==> config.mk <==
export PLATFORM = sky130hd
export DESIGN_NAME = mlptlc_ctrl
export DESIGN_NICKNAME = d
export VERILOG_FILES = /design/src/rtl/mlptlc_pkg.sv /design/src/rtl/mlptlc_ctrl.sv
export SDC_FILE = /design/constraint.sdc
export NUM_CORES = 1
export LEC_CHECK = 0
export ABC_AREA = 1
export BUFFER_PORTS_ARGS = -buffer_cell sky130_fd_sc_hd__buf_4
export CORE_UTILIZATION = 55
export CTS_CLUSTER_DIAMETER = 50
export DETAILED_ROUTE_END_ITERATION = 10
export PLACE_DENSITY = 0.83
export SLEW_MARGIN = 20
export SYNTH_ARGS = -nofsm -noshare
export SYNTH_HDL_FRONTEND = slang
export SYNTH_SLANG_ARGS = --single-unit
==> constraint.sdc <==
create_clock -name clk_i -period 2.5 [get_ports clk_i]
set_input_delay 0.25 -clock clk_i [delete_from_list [all_inputs] [get_ports clk_i]]
set_output_delay 0.25 -clock clk_i [all_outputs]
set_load 0.01 [all_outputs]
==> src/rtl/mlptlc_pkg.sv <==
`timescale 1ns / 1ps
package mlptlc_pkg;
  localparam int INPUT_COUNT = 3;
  localparam int HIDDEN_COUNT = 10;
  localparam int MAX_OUTPUTS = 16;
  localparam int CFG_IDX_W = 3;
  localparam int CFG_DATA_W = 32;

  typedef enum logic [1:0] {
    MODE_LOAD_IW = 2'd0,
    MODE_LOAD_OW = 2'd1,
    MODE_LOAD_RL = 2'd2,
    MODE_EVAL    = 2'd3
  } mode_e;

  typedef enum logic [2:0] {
    CFG_GOAL_X = 3'd0,
    CFG_GOAL_Y = 3'd1,
    CFG_GOAL_Z = 3'd2,
    CFG_INV_X  = 3'd3,
    CFG_INV_Y  = 3'd4,
    CFG_INV_Z  = 3'd5,
    CFG_OUT_CNT = 3'd6
  } cfg_idx_e;

  typedef enum logic [3:0] {
    ST_IDLE,
    ST_ERR,
    ST_SCALE,
    ST_HSUM,
    ST_HSIG,
    ST_HACT,
    ST_OSUM,
    ST_OSIG,
    ST_OACT,
    ST_TMUL,
    ST_TOUT,
    ST_WAIT
  } state_e;

  // controller commands to datapath
  typedef struct packed {
    logic load_err;
    logic scale;
    logic acc_clr;
    logic acc_mac_h;
    logic acc_mac_o;
    logic sig;
    logic store_h;
    logic store_o;
    logic tmul;
    logic push;
    logic [1:0] axis;
    logic [3:0] hid;
    logic [3:0] outk;
  } dp_cmd_t;

  typedef struct packed {
    logic out_free;
  } dp_sts_t;

  function automatic logic [16:0] sig_tab(input logic [4:0] m);
    logic [16:0] r;
    case (m)
      5'd0: r = 17'd32768;  5'd1: r = 17'd40793;  5'd2: r = 17'd47911;
      5'd3: r = 17'd53581;  5'd4: r = 17'd57724;  5'd5: r = 17'd60565;
      5'd6: r = 17'd62428;  5'd7: r = 17'd63615;  5'd8: r = 17'd64357;
      5'd9: r = 17'd64816;  5'd10: r = 17'd65097; 5'd11: r = 17'd65269;
      5'd12: r = 17'd65374; 5'd13: r = 17'd65438; 5'd14: r = 17'd65476;
      5'd15: r = 17'd65500; 5'd16: r = 17'd65514;
      default: r = 17'd65514;
    endcase
    return r;
  endfunction
endpackage

==> src/rtl/mlptlc_ctrl.sv <==
`timescale 1ns / 1ps
module mlptlc_ctrl
  import mlptlc_pkg::*;
#(
  parameter int HIDDEN = HIDDEN_COUNT
) (
  input  logic clk_i,
  input  logic rst_ni,
  input  logic start_i,
  input  logic [4:0] n_i,
  input  dp_sts_t sts_i,
  output dp_cmd_t cmd_o,
  output logic busy_o
);
  state_e state_q, state_d;
  logic [1:0] axis_q, axis_d;
  logic [3:0] hid_q, hid_d;
  logic [3:0] k_q, k_d;

  always_ff @(posedge clk_i or negedge rst_ni) begin
    if (!rst_ni) begin
      state_q <= ST_IDLE;
      axis_q <= '0;
      hid_q <= '0;
      k_q <= '0;
    end else begin
      state_q <= state_d;
      axis_q <= axis_d;
      hid_q <= hid_d;
      k_q <= k_d;
    end
  end

  always_comb begin
    state_d = state_q;
    axis_d = axis_q;
    hid_d = hid_q;
    k_d = k_q;
    case (state_q)
      ST_IDLE: if (start_i) begin
        state_d = ST_ERR;
        hid_d = '0;
        k_d = '0;
        axis_d = '0;
      end
      ST_ERR: state_d = ST_SCALE;
      ST_SCALE: begin
        if (axis_q == 2'd2) begin
          axis_d = '0;
          state_d = ST_HSUM;
        end else begin
          axis_d = axis_q + 2'd1;
        end
      end
      ST_HSUM: begin
        if (axis_q == 2'd2) begin
          axis_d = '0;
          state_d = ST_HSIG;
        end else begin
          axis_d = axis_q + 2'd1;
        end
      end
      ST_HSIG: state_d = ST_HACT;
      ST_HACT: begin
        if (32'(hid_q) == HIDDEN - 1) begin
          hid_d = '0;
          state_d = ST_OSUM;
        end else begin
          hid_d = hid_q + 4'd1;
          state_d = ST_HSUM;
        end
      end
      ST_OSUM: begin
        if (32'(hid_q) == HIDDEN - 1) begin
          hid_d = '0;
          state_d = ST_OSIG;
        end else begin
          hid_d = hid_q + 4'd1;
        end
      end
      ST_OSIG: state_d = ST_OACT;
      ST_OACT: state_d = ST_TMUL;
      ST_TMUL: state_d = ST_TOUT;
      ST_TOUT: if (sts_i.out_free) begin
        if ({1'b0, k_q} + 5'd1 == n_i) begin
          state_d = ST_IDLE;
        end else begin
          k_d = k_q + 4'd1;
          state_d = ST_OSUM;
        end
      end
      default: state_d = ST_IDLE;
    endcase
  end

  always_comb begin
    cmd_o = '0;
    cmd_o.axis = axis_q;
    cmd_o.hid = hid_q;
    cmd_o.outk = k_q;
    busy_o = (state_q != ST_IDLE);
    case (state_q)
      ST_ERR: cmd_o.load_err = 1'b1;
      ST_SCALE: begin
        cmd_o.scale = 1'b1;
        cmd_o.acc_clr = (axis_q == 2'd2);
      end
      ST_HSUM: cmd_o.acc_mac_h = 1'b1;
      ST_HSIG: cmd_o.sig = 1'b1;
      ST_HACT: begin
        cmd_o.store_h = 1'b1;
        cmd_o.acc_clr = 1'b1;
      end
      ST_OSUM: cmd_o.acc_mac_o = 1'b1;
      ST_OSIG: cmd_o.sig = 1'b1;
      ST_OACT: begin
        cmd_o.store_o = 1'b1;
        cmd_o.acc_clr = 1'b1;
      end
      ST_TMUL: cmd_o.tmul = 1'b1;
      ST_TOUT: cmd_o.push = sts_i.out_free;
      default: ;
    endcase
  end
endmodule

---- Word level (Yosys, flattened, before mapping) ----
Index checks and enable logic that the tools add are counted.
word-level totals
  register bits ........................... 14
  word-level logic and storage cells ...... 67
  input bits .............................. 9
operators by class
  equal/unequal tests ..................... 19
  mux-type cells .......................... 27
  add/sub/neg operators ................... 4
  reductions and logical operators ........ 13
operator list
  kind                                                                   count
  4-bit case mux with 11 select lines                                    1
  4-bit two-way mux                                                      9
  4-bit by 3-bit equality test with 1-bit output, second input constant  4
  4-bit equality test, second input constant                             4
  4-bit case mux with 2 select lines                                     2
  2-bit != test, second input constant                                   6
  1-bit two-way mux                                                      9
  4-bit by 1-bit adder with 4-bit output, second input constant          2
  4-bit by 2-bit equality test with 1-bit output, second input constant  2
  2-bit OR reduction                                                     4
  3-bit two-way mux                                                      2
  2-bit nonzero test                                                     3
  4-bit by 1-bit adder with 5-bit output, second input constant          1
  5-bit equality test                                                    1
  5-bit AND reduction                                                    1
  4-bit by 1-bit equality test with 1-bit output, second input constant  1
  4-bit zero test                                                        1
  2-bit two-way mux                                                      2
  2-bit case mux with 2 select lines                                     1
  2-bit AND reduction                                                    2
  4-bit AND reduction                                                    1
  4-bit nonzero test                                                     1
  2-bit by 1-bit adder with 2-bit output, second input constant          1
  2-bit equality test, second input constant                             1
  1-bit case mux with 2 select lines                                     1

---- Logic depth before layout (Yosys ltp) ----
  word-level depth ........................ 5
  mapped depth ............................ 12
  depth with buffers taken out ............ 12

---- Worst setup path before layout ----
No wires, ideal clock.
  path type ............................... reg-to-reg
  from .................................... register k_q[0]
  to ...................................... register state_q[2]
  stages on the path, launching flop included .. 12
  period minus slack after synthesis ...... 1.537 ns
  slack ................................... 0.963 ns
  path buffers ............................ 0
  arrival ................................. 1.419 ns
  library setup time ...................... 0.118 ns
  cells stage by stage .................... dfrtp_1 > ha_1 > inv_1 > nand2_1 > nand2_1 > nand3_2 > nor2_4 > nand2_1 > nand2_1 > nand2_1 > nand2_1 > nand2_1
on the way
  word-level cells in the longest chain between the ends .. 5
ends and longest elaborated chain
  item                                    line               source
  start, declared                         mlptlc_ctrl.sv:18  logic [3:0] k_q, k_d;
  start signal, assigned                  mlptlc_ctrl.sv:30  k_q <= k_d;
  4-bit by 1-bit adder with 5-bit output  mlptlc_ctrl.sv:85  if ({1'b0, k_q} + 5'd1 == n_i) begin
  5-bit equality test                     mlptlc_ctrl.sv:85
  3-bit two-way mux                       mlptlc_ctrl.sv:85
  4-bit two-way mux                       mlptlc_ctrl.sv:84  ST_TOUT: if (sts_i.out_free) begin
  4-bit case mux with 11 select lines     mlptlc_ctrl.sv:39  case (state_q)
  end signal, assigned                    mlptlc_ctrl.sv:27  state_q <= state_d;
  end, declared                           mlptlc_ctrl.sv:15  state_e state_q, state_d;
Every way passes these cells. The select of a mux whose other input is x is not followed.
A chain may end at the register's enable or synchronous reset.

==> results.json <==
{
  "dieArea_um2": 2180,
  "crit_path_start_kind": "flip-flop",
  "r2r_slack_ns": 0.83,
  "total_power_mw": 1.53,
  "clockRootBuffer": "clkbuf_4",
  "dp_hpwl_um": 2160,
  "cts_num_sinks": 14,
  "rsz0062_at_grt": "false",
  "num_antenna_cells": 0,
  "synthCells": 160,
  "dpl.cell_count": 214,
  "drc": 0,
  "routabilityCongestion": 0.946,
  "hold_violations": 0,
  "worst-path-max-fanout": 5,
  "nets": 205,
  "antenna_found_initial": 0,
  "fin_setup_tns_ns": 0,
  "worst_pin_slew_ns": 0.285,
  "crit_required_ns": 2.25,
  "ys_ff_latch": 14,
  "clk_latency_ns": 0.28,
  "regArea_um2": 350,
  "cts_tree": "built",
  "drt_iter0_drc": 30,
  "grt_start_max_net_pins": 15,
  "die_h_um": 46.7,
  "synth_area_um2": 1100,
  "drive_above_1_share": 0.290,
  "p_leak_nw": 0.764,
  "cts_buffers": 3,
  "drt_wl_total_um": 2690,
  "r2r_start": "k_q[0]",
  "grt_pass1_vias": 1046,
  "avgSynthCellArea_um2": 6.87,
  "multi_input_area_um2": 626,
  "hold_start": "sts_i",
  "fin_util": 0.766,
  "outcome": "finished clean",
  "clkTransAtPathRegs_ns": 0.09,
  "skew_ns": 0.00905,
  "fin_crit_sh": 0.699,
  "die-width_um": 46.7,
  "finalSetupViolCount": 0,
  "drv_slew": 0,
  "grt_pass1_wl_um": 4200,
  "peakVddDrop_mv": 0.750,
  "hold_path_depth": 4,
  "synth_edf_count": 0,
  "crit_type": "reg -> out",
  "min_to": "state_q[3]",
  "fin_cells": 218,
  "wl_per_cell_um": 12.3,
  "r2r_end": "state_q[1]",
  "overflow": 0,
  "vias": 1147,
  "period_needed_ns": 1.75,
  "final_cell_mix": "42 x nand2_1, 29 x buf_4, 26 x inv_1",
  "clockBufferDepth": 2,
  "final_cell_area_um2": 1380,
  "arrival_ns": 1.50,
  "async_flop_share": 1.00,
  "synth_ff_type": "dfrtp_1",
  "final_common_cell": "nand2_1",
  "start_util": 0.610,
  "yosysUniqueCellTypes": 27,
  "hp-class": "in -> reg",
  "max_cap_violations": 0,
  "grt_usage": 0.277,
  "max_freq_mhz": 572,
  "vias_per_cell": 5.26,
  "relSlewSlack": 0.810,
  "power_density_nw_per_um2": 1110,
  "ys_warn_count": 0,
  "syn_nets": 170,
  "end_kind": "output pin",
  "num_rows": 15,
  "dr.pass1.iters": 4,
  "area_growth_pct": 25.6,
  "antenna_left": 0,
  "port_buffers": 29,
  "ys_seq_area_frac": 0.319,
  "cts_max_level": 1,
  "core_area_um2": 1800,
  "dpl-instance-area_um2": 1350,
  "n_fill_cell": 152,
  "r2r_cells": 11,
  "pin_count": 30
}
-- report_power, final --
group / switching, mW / internal [mW]
Combinational: 0.595 / 0.376
Clock: 0.0751 / 0.0559
Sequential: 0.111 / 0.312
Total: 0.781 / 0.744
-- worst max path at each step --
stage | start | to | slack (ns) | cells after the start
final | state_q[0] | cmd_o[17] | 0.75 | 6
after global routing | state_q[2] | cmd_o[17] | 0.65 | 6
after global placement | k_q[0] | state_q[2] | 0.96 | 11
after CTS | state_q[2] | cmd_o[17] | 0.77 | 6
after floorplan | k_q[0] | state_q[2] | 0.96 | 11
after detailed placement | k_q[0] | state_q[1] | 0.82 | 11
-- flip-flops by register name (all words and copies together), names as in the netlist --
register and cells:
axis_q 2, hid_q 4, state_q 4, k_q 4
-- cell families (layout without fill, tap and decap cells) --
kind of cell               after synthesis  after routing  synth area share
adders and majority gates                1              1            0.0114
buffers and inverters                   32             65             0.112
and+or+nand+nor                         94             94             0.449
xor gates and xnor gates                 1              1           0.00797
AOI/OAI and AO/OA                       18             18             0.101
DFF                                     14             14             0.319
-- synthesized netlist by cell type (2+ instances only) --
library cell | count | share of area
nand4_1 | 6 | 0.034
nor2_2 | 3 | 0.017
dfrtp_1 | 14 | 0.32
inv_2 | 5 | 0.017
inv_1 | 26 | 0.089
nand3_2 | 2 | 0.018
nand2_1 | 42 | 0.14
nor2_1 | 20 | 0.068
a21oi_1 | 4 | 0.018
nand3_1 | 8 | 0.036
nand2_4 | 2 | 0.020
nand2_2 | 4 | 0.023
nor2_4 | 3 | 0.031
o21ai_0 | 7 | 0.032
nand3_4 | 2 | 0.032
-- per-stage QoR --
stage	hold WS, ns	setup slack (ns)
floorplan	-0.0456	0.963
global placement	0.107	0.959
detailed placement	0.113	0.821
CTS	0.315	0.771
global route	0.339	0.654
finish	0.315	0.752
-- per-layer routing --
metal	up-vias	global-route usage	routed length (µm)
met5	-	0	0
met4	0	0.120	63
met3	10	0.0392	126
met2	44	0.489	1360
met1	519	0.329	1140
li1	574	-	-
-- layout make-up --
| cell class | count | share of cell area |
|---|---|---|
| clock buffer | 3 | 0.0163 |
| inverter | 32 | 0.0888 |
| multi-input combinational | 114 | 0.453 |
| sequential | 14 | 0.254 |
| tap | 25 | 0.0227 |
| timing repair buffer | 30 | 0.165 |
-- critical path, cell delays in order (launching register included) --
cell and delay (ns):
dfrtp_1 0.47, nor2_1 0.17, inv_1 0.09, nor2_1 0.19, nor2_1 0.07, o21ai_0 0.08, buf_4 0.15
-- timing repair --
item	in CTS	in global routing
hold buffers	1	0
resized for setup	0	0
buffers inserted	0	0
endpoints found under the hold margin	14	0
Power figures use the tool's default switching activity.
